**src/hdl/ed_pkg.sv**
```systemverilog
// ed_pkg: shared constants and types for the edit distance engine
// used by ed_cell and edit_distance; no dependencies

package ed_pkg;

  localparam int MAX_LEN = 256;
  localparam int CP_W    = 21;
  localparam int CMD_W   = 2;
  localparam int LEN_W   = $clog2(MAX_LEN + 1);
  localparam int CNT_W   = (MAX_LEN > 1) ? $clog2(MAX_LEN) : 1;

  localparam logic [CMD_W-1:0] CMD_LOAD    = 2'd0;
  localparam logic [CMD_W-1:0] CMD_PROCESS = 2'd1;
  localparam logic [CMD_W-1:0] CMD_FINISH  = 2'd2;

  // one dp column update travelling down the chain
  typedef struct packed {
    logic             valid;
    logic [CP_W-1:0]  cp;
    logic [LEN_W-1:0] diag;
    logic [LEN_W-1:0] up;
  } wave_t;

  // stored symbol and column entry of one cell
  typedef struct packed {
    logic             act;
    logic [CP_W-1:0]  ch;
    logic [LEN_W-1:0] value;
  } slot_t;

  // broadcast control from the sequencer to every cell
  typedef struct packed {
    logic load;
    logic clear;
  } ctl_t;

  typedef enum logic [1:0] {
    S_IDLE  = 2'b01,
    S_DRAIN = 2'b10
  } state_t;

endpackage

```
**src/hdl/ed_cell.sv**
```systemverilog
// ed_cell: one systolic cell holding a first-string symbol and its column entry
// depends on ed_pkg

module ed_cell
  import ed_pkg::*;
(
  input  logic  clk,
  input  logic  rst,
  input  ctl_t  ctl,
  input  slot_t slot_in,
  output slot_t slot,
  input  wave_t wave_in,
  output wave_t wave_out
);

  logic [LEN_W-1:0] m1;
  logic [LEN_W-1:0] m2;
  logic [LEN_W-1:0] cost;

  always_comb begin
    m1 = (slot.value < wave_in.up) ? slot.value : wave_in.up;
    m2 = (m1 < wave_in.diag) ? m1 : wave_in.diag;
    if (slot.ch == wave_in.cp) begin
      cost = wave_in.diag;
    end else begin
      cost = m2 + LEN_W'(1);
    end
  end

  // control state
  always_ff @(posedge clk) begin
    if (rst) begin
      slot.act       <= 1'b0;
      wave_out.valid <= 1'b0;
    end else begin
      wave_out.valid <= wave_in.valid;
      if (ctl.clear) begin
        slot.act <= 1'b0;
      end else if (ctl.load) begin
        slot.act <= slot_in.act;
      end
    end
  end

  // payload
  always_ff @(posedge clk) begin
    wave_out.cp <= wave_in.cp;
    if (ctl.load) begin
      slot.ch    <= slot_in.ch;
      slot.value <= slot_in.value;
    end else if (wave_in.valid && slot.act) begin
      slot.value <= cost;
    end
    if (slot.act) begin
      wave_out.diag <= slot.value;
      wave_out.up   <= cost;
    end else begin
      wave_out.diag <= wave_in.diag;
      wave_out.up   <= wave_in.up;
    end
  end

endmodule

```
**config.mk**
```make
export PLATFORM = sky130hd
export DESIGN_NAME = ed_cell
export DESIGN_NICKNAME = d
export VERILOG_FILES = /design/src/hdl/ed_pkg.sv /design/src/hdl/ed_cell.sv
export SDC_FILE = /design/constraint.sdc
export NUM_CORES = 1
export LEC_CHECK = 0
export BUFFER_PORTS_ARGS = -buffer_cell sky130_fd_sc_hd__buf_2
export CAP_MARGIN = 20
export CORE_MARGIN = 2
export CORE_UTILIZATION = 52
export DETAILED_ROUTE_END_ITERATION = 6
export GPL_ROUTABILITY_DRIVEN = 0
export PLACE_DENSITY_LB_ADDON = 0.2
export SYNTH_ARGS = -nofsm -noshare
export SYNTH_HDL_FRONTEND = slang
export SYNTH_SLANG_ARGS = --single-unit
```
**constraint.sdc**
```tcl
create_clock -name clk -period 7.83 [get_ports clk]
set_input_delay 0.783 -clock clk [delete_from_list [all_inputs] [get_ports clk]]
set_output_delay 0.783 -clock clk [all_outputs]
set_load 0.005 [all_outputs]
```
==> results of run 1 <==
==> cells by family (layout without fill, tap and decap cells) <==
| kind of cell | after synthesis | after routing |
|---|---|---|
| xor gates and xnor gates | 27 | 27 |
| DFF | 71 | 71 |
| and+or+nand+nor | 95 | 95 |
| AOI/OAI and AO/OA | 72 | 72 |
| adders and majority gates | 17 | 17 |
| buffers and inverters | 35 | 187 |
| muxes | 18 | 18 |
==> where the power goes <==
part	internal [uW]	switching (uW)	total [uW]
Combinational	127	165	292
Clock	128	147	275
Sequential	421	23.0	444
==> through the flow <==
step           area [um2]  hold WS, ns  worst slack [ns]  power [uW]  util [%]
2_1_floorplan        3480        0.516              2.55         639         -
3_3_place_gp         4260        0.531              1.73         729      66.4
3_5_place_dp         4260        0.532              1.54         737      66.4
4_1_cts              4450        0.543              1.89        1010      69.3
5_1_grt              4450        0.540              1.40        1070      69.3
6_report             4450        0.552              1.71        1010      69.3
==> path summary, 6_finish.rpt <==
path                            slack [ns]              endpoint  cells past startpoint
worst max register to register        1.78     slot[8]$_DFFE_PP_                     20
worst min-delay path                  0.55  wave_out[30]$_DFF_P_                      1
worst max-delay path                  1.71     slot[8]$_DFFE_PP_                     22
worst min register to register        0.57   wave_out[9]$_DFF_P_                      1
==> worst max-delay path, delay by kind of cell <==
kind            cells  cell delay, ns
buf+inv             2            0.14
fa+ha+maj           3            1.01
simple gates        5            0.91
compound gates     11            3.01
mux                 1            0.46
==> flip-flops by register name, summed over array words and instances (netlist names) <==
| name | cells |
|---|---|
| slot | 31 |
| wave_out | 40 |
==> synthesized netlist by cell type, types with 3 or more instances <==
cell type  instances
edfxtp_1          30
ha_1              17
clkbuf_1          10
o21ai_0           25
a21oi_1           13
mux2_2             6
or3_1              3
nor3_1             8
a211oi_1           5
xnor2_1           10
mux2i_1           12
dfxtp_1           41
nand4_1            8
nand2_1           40
nand3_1           12
xor2_1            17
nor2_1            11
nor4_1             4
inv_1             23
==> layout make-up <==
type	count	area, um2
fillers	508	1970
multi-input cells	229	1610
clock inverters	6	48.8
clock buffers	10	138
well taps	77	96.3
inverters	23	86.3
repair buffers	148	748
flip-flops and latches	71	1720
==> layer usage <==
layer | wire (um) | track usage (%) | vias up
met1 | 3730 | 32.1 | 1431
met5 | 0 | 0 | -
met2 | 4480 | 40.9 | 154
met4 | 89 | 8.80 | 0
met3 | 603 | 4.33 | 10
li1 | - | - | 1512
==> impl_metrics.toml, run 1 <==
[outcome]
outcome = "complete, but fails checks"
failed_checks = "DRC"

[synth]
synth_nets = 427
synth_edf_count = 30
ys_seq_area_share_pct = 49.5
synth_xor_area_share_pct = 6.80
ys_ff_latch = 71
synth_flop_cell = "dfxtp_1"
synth.area.top_cells = "edfxtp_1 26%, dfxtp_1 24%, ha_1 6.1%"
synth.avg_cell_area_um2 = 10.4
syn_inst = 335
yosys.area_share.adder_pct = 6.12
async_flop_share_pct = 0
synth-simple-area-share_pct = 13.4
synth_top_family_by_area = "compound AO/OA/AOI/OAI gates"
synth_top_area_share_pct = 25.9
netlist_area_um2 = 3480
yosysWarnings = 0
synthMuxAreaShare_pct = 5.40
synthDistinctLibCells = 50
yosysTopAreaCell = "edfxtp_1"
synth_compound_area_share_pct = 14.6

[pwr]
ir_drop_mv = 0.139
p_leak_uw = 0.00204
power-per-cell-area_nw_per_um2 = 228

[cts]
tritoncts = "yes"
htreeDepth = 3
cts_made_buffers = 9
holdBufCountCts = 0
cts_setup_buffers = 0
clock-root-buffer = "clkbuf_8"
clock-sinks = 71
cts_buffer_depth = 2
cts_resized = 0
clk_latency_ns = 0.35
clkTransAtPathRegs_ns = 0.08

[routing]
ant_nets = 0
routedWlPerCell_um = 15.8
firstDrtPassIters = 7
drt-total-wl_um = 8910
drcViolationCount = 7
drt_iter0_markers = 213
vias = 3107
viasPerCell = 5.51

[setup_path]
cp_slowest_cell = "a211oi_2"
cp-startpoint = "wave_in[8]"
critPathLaunchType = "primary input"
worstSetupEndpointType = "register"
crit_chain = "buf_2 -> inv_1 -> ha_1 -> a21oi_1 -> o21ai_0 -> a211oi_2 -> mux2_2 -> ha_1 -> o21ai_0 -> a21oi_1 -> a221oi_4 -> o31a_1 -> nand2_1 -> o21ai_0 -> ha_1 -> and3_1 -> and2_1 -> nand2_1 -> or3_1 -> a21oi_1 -> a221oi_1 -> o21ai_0"
cp_common_cell = "o21ai_0"
cp_max_fo = 15
critPathRequiredTime_ns = 8.03
r2r_start = "slot[6]$_DFFE_PP_"
arrival_ns = 6.32
cpPeakStageDelay_ns = 0.87
crit_type = "in2reg"

[hold_path]
hp-start = "wave_in[30]"
hold_path_class = "in2reg"

[final_layout]
finalNonFillerCells = 564
drive_above_1_share_pct = 36.6
layout_common_cells = "145 x buf_2, 41 x dfxtp_1, 40 x nand2_1"
final_nets = 574
antennaDiodeCount = 0
final_common_cell = "buf_2"
syn2layout_area_growth_pct = 27.9

[placed_design]
port_buffers = 145
place_inst = 548
post-dp-hpwl_um = 6790

[run]
maxCapViolations = 0

[sta]
max_freq_mhz = 163
finalCritPeriodShare_pct = 78.2
finalSetupTns_ns = 0
worstMarginPinSlew_ns = 0.991
setup_viol = 0
post-route-min-period_ns = 6.12
grt_setup_unrepaired = "no"
final-hold-violation-count = 0
timing.final.max_slew_violations = 0
skew_ns = 0.0107
slew_headroom_pct = 33.8

[global_routing]
grt_pass1_vias = 2882
grt_usage_pct = 24.5
grt_pass1_wl_um = 13900
grt_max_degree = 43
grt-ovfl-total = 0
antenna_found_initial = 0

[die]
die_h_um = 85.8
die-area_um2 = 7360
row_count = 29
die_width_um = 85.8
core_area_um2 = 6420
start_util_pct = 54.1
io_pins = 146
(Power assumes the default switching activity.)
==> run 2, diff against run 1 <==
ABC_AREA = 1   (was not set)
CORE_UTILIZATION = 43   (was 52)
clock period = 5.1 ns   (was 7.83 ns; I/O delays follow)
==> run 2 against run 1 <==
  * The flow now finishes without violations
  * Clock power is 52% higher
  * Utilization fell by 13 points
  * Hold slack got worse by 0.28 ns
  * Clock-buffer cell count unchanged
  * Critical path type is now reg2reg
  * Largest cell class unchanged
  * Highest routed layer unchanged
==> impl_metrics.toml, run 2 <==
[outcome]
outcome = "completed"

[routing]
viasPerCell = 4.81
ant_nets = 0
firstDrtPassIters = 4
routedWlPerCell_um = 14.1
drt-total-wl_um = 8760
drt_iter0_markers = 154
drcViolationCount = 0
vias = 2994

[cts]
clock-root-buffer = "clkbuf_8"
holdBufCountCts = 0
clkTransAtPathRegs_ns = 0.08
tritoncts = "yes"
cts_made_buffers = 9
cts_buffer_depth = 2
cts_resized = 0
clock-sinks = 71
cts_setup_buffers = 0
htreeDepth = 3
clk_latency_ns = 0.35

[setup_path]
crit_type = "reg2reg"
critPathLaunchType = "register"
critPathRequiredTime_ns = 5.20
cp-startpoint = "slot[8]$_DFFE_PP_"
endpoint = "slot[6]$_DFFE_PP_"
cp_max_fo = 17
r2r_start = "slot[8]$_DFFE_PP_"
rrSetupSlack_ns = 0.98
worstSetupEndpointType = "register"
r2r-end = "slot[6]$_DFFE_PP_"
cp_common_cell = "nand3_1"
crit_chain = "ha_1 -> nand2_2 -> inv_1 -> a21oi_4 -> nand3_4 -> o21ai_1 -> ha_1 -> a21oi_1 -> o21ai_0 -> a21oi_2 -> nand3_1 -> nand2_4 -> ha_1 -> nand3_1 -> nor2_4 -> nand3_1 -> nand3_1 -> nand2_1 -> nand2_1 -> nand2_1"
arrival_ns = 4.23
cpPeakStageDelay_ns = 0.46
cp_slowest_cell = "edfxtp_1"
reg2reg_depth = 20

[synth]
yosysWarnings = 0
ys_seq_area_share_pct = 51.0
async_flop_share_pct = 0
synth_flop_cell = "dfxtp_1"
synth_nets = 459
syn_inst = 367
yosysTopAreaCell = "edfxtp_1"
netlist_area_um2 = 3380
synth.avg_cell_area_um2 = 9.21
netlist_top_cells_count = "100 x nand2_1, 41 x dfxtp_1, 35 x inv_1, 30 x edfxtp_1, 28 x nand3_1"
synth.area.top_cells = "edfxtp_1 27%, dfxtp_1 24%, nand2_1 11%"
synthDistinctLibCells = 33
ys_ff_latch = 71
synth_edf_count = 30
synth_top_area_share_pct = 26.7
synth.most_common_cell = "nand2_1"

[die]
io_pins = 146
die_h_um = 92.6
row_count = 32
start_util_pct = 43.9
die_width_um = 92.6
core_area_um2 = 7690
die-area_um2 = 8580

[final_layout]
antennaDiodeCount = 0
finalInstanceArea_um2 = 4360
syn2layout_area_growth_pct = 29.1
final_nets = 608
filler_cell_count = 758
final_common_cell = "buf_2"
finalNonFillerCells = 623
largest_reg_flops = 40
final_util_pct = 56.7
drive_above_1_share_pct = 37.4
top_regs = "wave_out x40, slot x31"
layout_common_cells = "145 x buf_2, 100 x nand2_1, 41 x dfxtp_1"
top_register = "wave_out"

[sta]
grt_setup_unrepaired = "no"
finalCritPeriodShare_pct = 80.9
timing.final.max_slew_violations = 0
skew_ns = 0.0118
worstMarginPinSlew_ns = 0.837
post-route-min-period_ns = 4.12
final-hold-violation-count = 0
finalSetupTns_ns = 0
fin_ws_ns = 0.976
setup_viol = 0
slew_headroom_pct = 44.1
max_freq_mhz = 242

[hold_path]
holdPathStages = 1
hold_path_class = "in2reg"

[pwr]
p_leak_uw = 0.00216
ir_drop_mv = 0.171
p_seq_share_pct = 42.3
combPwrFrac_pct = 31.9
p_sw_uw = 578
swShare_pct = 35.8
power-per-cell-area_nw_per_um2 = 371
p_int_uw = 1040
clkPwrFrac_pct = 25.8

[global_routing]
antenna_found_initial = 0
top_usage_layer = "met2"
grt_pass1_vias = 2940
grt_max_degree = 34
grt_usage_pct = 21.2
grt-ovfl-total = 0
grt.met1_usage_pct = 27.0
grt_pass1_wl_um = 14000
met3_usage_pct = 4.72
use_met2_pct = 36.1

[placed_design]
dp_slack_ns = 0.869
place_area_um2 = 4180
post-dp-hpwl_um = 7020
port_buffers = 145
place_inst = 607

[run]
maxCapViolations = 0
run 2: cell count changes after synthesis, sizes merged, moves of 4 or more:
| cell | previous run | this run |
|---|---|---|
| nand2 | 40 | 111 |
| nor2 | 11 | 19 |
| clkbuf | 10 | 4 |
| nand3 | 12 | 33 |
| inv | 23 | 35 |
| mux2i | 12 | 0 |
| mux2 | 6 | 0 |
| a211oi | 6 | 0 |
| nand4 | 8 | 4 |
| nor3 | 9 | 1 |
| xor2 | 17 | 7 |
run 2: metrics by stage:
step / power (uW) / hold slack [ns]
after floorplan: 1050 / 0.519
after global placement: 1200 / 0.549
after detailed placement: 1210 / 0.570
after CTS: 1630 / 0.266
after global routing: 1730 / 0.263
final: 1620 / 0.276
run 2: kinds of logic after synthesis:
logic type / share of synthesized area, %
AND/OR/NAND/NOR: 24.6
adder cells (fa/ha/maj): 6.30
AO/OA/AOI/OAI: 7.70
flip-flops: 51.0
buffers and inverters: 5.78
XOR/XNOR: 4.67
run 2: power by group through the flow:
| stage | Combinational (uW) | Sequential [uW] | Clock [uW] |
|---|---|---|---|
| 4_1_cts | 517 | 685 | 429 |
| 3_3_place_gp | 503 | 696 | 0 |
| 2_1_floorplan | 351 | 697 | 0 |
| 3_5_place_dp | 514 | 698 | 0 |
| 5_1_grt | 589 | 690 | 447 |
| 6_report | 516 | 684 | 417 |
run 2: routing by layer:
metal / wire (um) / part of all wire (%)
met5: 0 / 0
met4: 128 / 1.5
met3: 502 / 5.7
met2: 4170 / 48
met1: 3960 / 45
run 2: worst min-delay path by stage:
stage | start | endpoint | slack (ns)
2_1_floorplan | slot[3]$_DFFE_PP_ | wave_out[12]$_DFF_P_ | 0.52
3_3_place_gp | slot[4]$_DFFE_PP_ | wave_out[13]$_DFF_P_ | 0.55
3_5_place_dp | slot[7]$_DFFE_PP_ | wave_out[16]$_DFF_P_ | 0.57
4_1_cts | wave_in[36] | wave_out[36]$_DFF_P_ | 0.27
5_1_grt | wave_in[31] | wave_out[31]$_DFF_P_ | 0.26
6_report | wave_in[36] | wave_out[36]$_DFF_P_ | 0.28
run 2: final cells by class:
cell class / count / area, um2 / area share [%]
multi-input combinational: 252 / 1460 / 33.5
clock buffer: 10 / 138 / 3.16
inverter: 36 / 135 / 3.10
clock inverter: 6 / 45.0 / 1.03
tap: 102 / 128 / 2.93
sequential: 71 / 1720 / 39.5
timing repair buffer: 146 / 733 / 16.8
run 2: critical path, delay by kind of cell, from the launching register on:
kind | cells | cell delay [ns]
AND/OR/NAND/NOR | 11 | 1.35
AO/OA/AOI/OAI | 5 | 1.16
adder cells (fa/ha/maj) | 3 | 0.82
flip-flops | 1 | 0.46
buffers and inverters | 1 | 0.07
==> run 3, diff against run 2 <==
CORE_UTILIZATION = 48   (was 43)
clock period = 4.09 ns   (was 5.1 ns; I/O delays follow)
==> run 3 against run 2 <==
  * First-iteration DRC count increased by 88%
  * Fmax increased by 3.3%
  * Register-to-register slack worse by 0.88 ns
  * Via count up 7.5%
  * Largest power group unchanged
  * Highest routed layer unchanged
==> impl_metrics.toml, run 3 (synthesis gave the netlist of run 2 again) <==
[die]
die_width_um = 87.9
core_area_um2 = 6790
die_h_um = 87.9
io_pins = 146
row_count = 30
die-area_um2 = 7720
start_util_pct = 49.7

[pwr]
p_leak_uw = 0.00226
power-per-cell-area_nw_per_um2 = 462
ir_drop_mv = 0.220

[final_layout]
finalInstanceArea_um2 = 4580
largest_reg_flops = 40
antennaDiodeCount = 0
filler_cell_count = 548
syn2layout_area_growth_pct = 35.7
layout_common_cells = "145 x buf_2, 97 x nand2_1, 41 x dfxtp_1"
top_regs = "wave_out x40, slot x31"
drive_above_1_share_pct = 41.9
top_register = "wave_out"
final_nets = 626
final_common_cell = "buf_2"

[placed_design]
dp_slack_ns = 0.0131
port_buffers = 145
post-dp-hpwl_um = 6840
place_area_um2 = 4190

[setup_path]
crit_chain = "ha_4 -> nand2_2 -> inv_1 -> a21oi_4 -> nand3_4 -> buf_4 -> a21oi_2 -> ha_1 -> a21oi_1 -> o21ai_1 -> a21oi_2 -> nand3_1 -> nand2_2 -> ha_1 -> nand3_2 -> nor2_4 -> nand3_1 -> nand3_1 -> nand2_1 -> nand2_1 -> nand2_1"
r2r-end = "slot[6]$_DFFE_PP_"
r2r_start = "slot[8]$_DFFE_PP_"
crit_family = "simple AND/OR/NAND/NOR gates"
reg2reg_depth = 21
rrSetupSlack_ns = 0.1
critPathLaunchType = "register"
timing.critical_path.buf_inv = 2
arrival_ns = 4.09
crit_type = "reg2reg"
cpPeakStageDelay_ns = 0.49
cp_max_fo = 5
critPathRequiredTime_ns = 4.19
cp_slowest_cell = "edfxtp_1"
worstSetupEndpointType = "register"

[routing]
drcViolationCount = 0
drt-total-wl_um = 9070
drt_iter0_markers = 290
ant_nets = 0
viasPerCell = 5.07
routedWlPerCell_um = 14.3
vias = 3219
firstDrtPassIters = 5

[cts]
clock-sinks = 71
clock-root-buffer = "clkbuf_8"
cts_made_buffers = 9
cts_buffer_depth = 2
htreeDepth = 3
clkTransAtPathRegs_ns = 0.08
clk_latency_ns = 0.35
tritoncts = "yes"
holdBufCountCts = 0

[global_routing]
grt_max_degree = 34
grt_pass1_wl_um = 13200
antenna_found_initial = 0
grt_pass1_vias = 2801
grt-ovfl-total = 0
grt_usage_pct = 22.8

[hold_path]
hold_path_class = "in2reg"
whs_endpoint = "wave_out[20]$_DFF_P_"
hp-start = "wave_in[20]"
holdPathStages = 1

[sta]
skew_ns = 0.00800
fin_ws_ns = 0.0966
timing.final.max_slew_violations = 0
finalCritPeriodShare_pct = 97.6
max_freq_mhz = 250
worstMarginPinSlew_ns = 0.848
final-hold-violation-count = 0
setup_viol = 0
post-route-min-period_ns = 3.99
slew_headroom_pct = 43.4

[run]
maxCapViolations = 0

[outcome]
outcome = "completed"
run 3: layout make-up:
| type | count | area, um2 | share of cell area (%) |
|---|---|---|---|
| clock buffers | 10 | 128 | 2.78 |
| inverters | 36 | 135 | 2.95 |
| repair buffers | 162 | 853 | 18.6 |
| flip-flops and latches | 71 | 1720 | 37.6 |
| multi-input cells | 254 | 1580 | 34.5 |
| clock inverters | 6 | 45.0 | 0.983 |
| well taps | 96 | 120 | 2.62 |
run 3: power breakdown:
part / internal, uW / switching, uW / leakage [uW]
Sequential: 812 / 39.6 / 0.000641
Clock: 222 / 276 / 0.0000789
Combinational: 310 / 459 / 0.00154
run 3: metal layers:
metal | routed length [um] | track usage, % | up-vias
li1 | - | - | 1548
met1 | 3710 | 29.9 | 1486
met2 | 4390 | 36.9 | 159
met3 | 759 | 5.47 | 26
met4 | 205 | 7.83 | 0
met5 | 0 | 0 | -
run 3: how the worst max path moves through the flow:
stage,cells past startpoint,start,to
after floorplan,24,slot[8]$_DFFE_PP_,slot[6]$_DFFE_PP_
after global placement,21,wave_in[4],slot[1]$_DFFE_PP_
after detailed placement,24,wave_in[4],slot[6]$_DFFE_PP_
after CTS,20,slot[8]$_DFFE_PP_,slot[6]$_DFFE_PP_
after global routing,23,slot[8]$_DFFE_PP_,slot[7]$_DFFE_PP_
final,21,slot[8]$_DFFE_PP_,slot[6]$_DFFE_PP_
run 3: per-stage QoR:
stage	util (%)	total power, uW	hold WS, ns	TNS [ns]	std cells
detailed placement	61.6	1520	0.528	0	603
global placement	61.6	1500	0.527	0	603
floorplan	-	1310	0.437	0	367
CTS	64.2	2020	0.163	0	619
finish	67.5	2120	0.176	0	635
global route	67.5	2250	0.148	-0.193	635
run 3: what timing repair did:
item / in CTS / in global routing
endpoints found under the setup margin: 0 / 15
resized for setup: 0 / 18
buffers inserted: 0 / 14
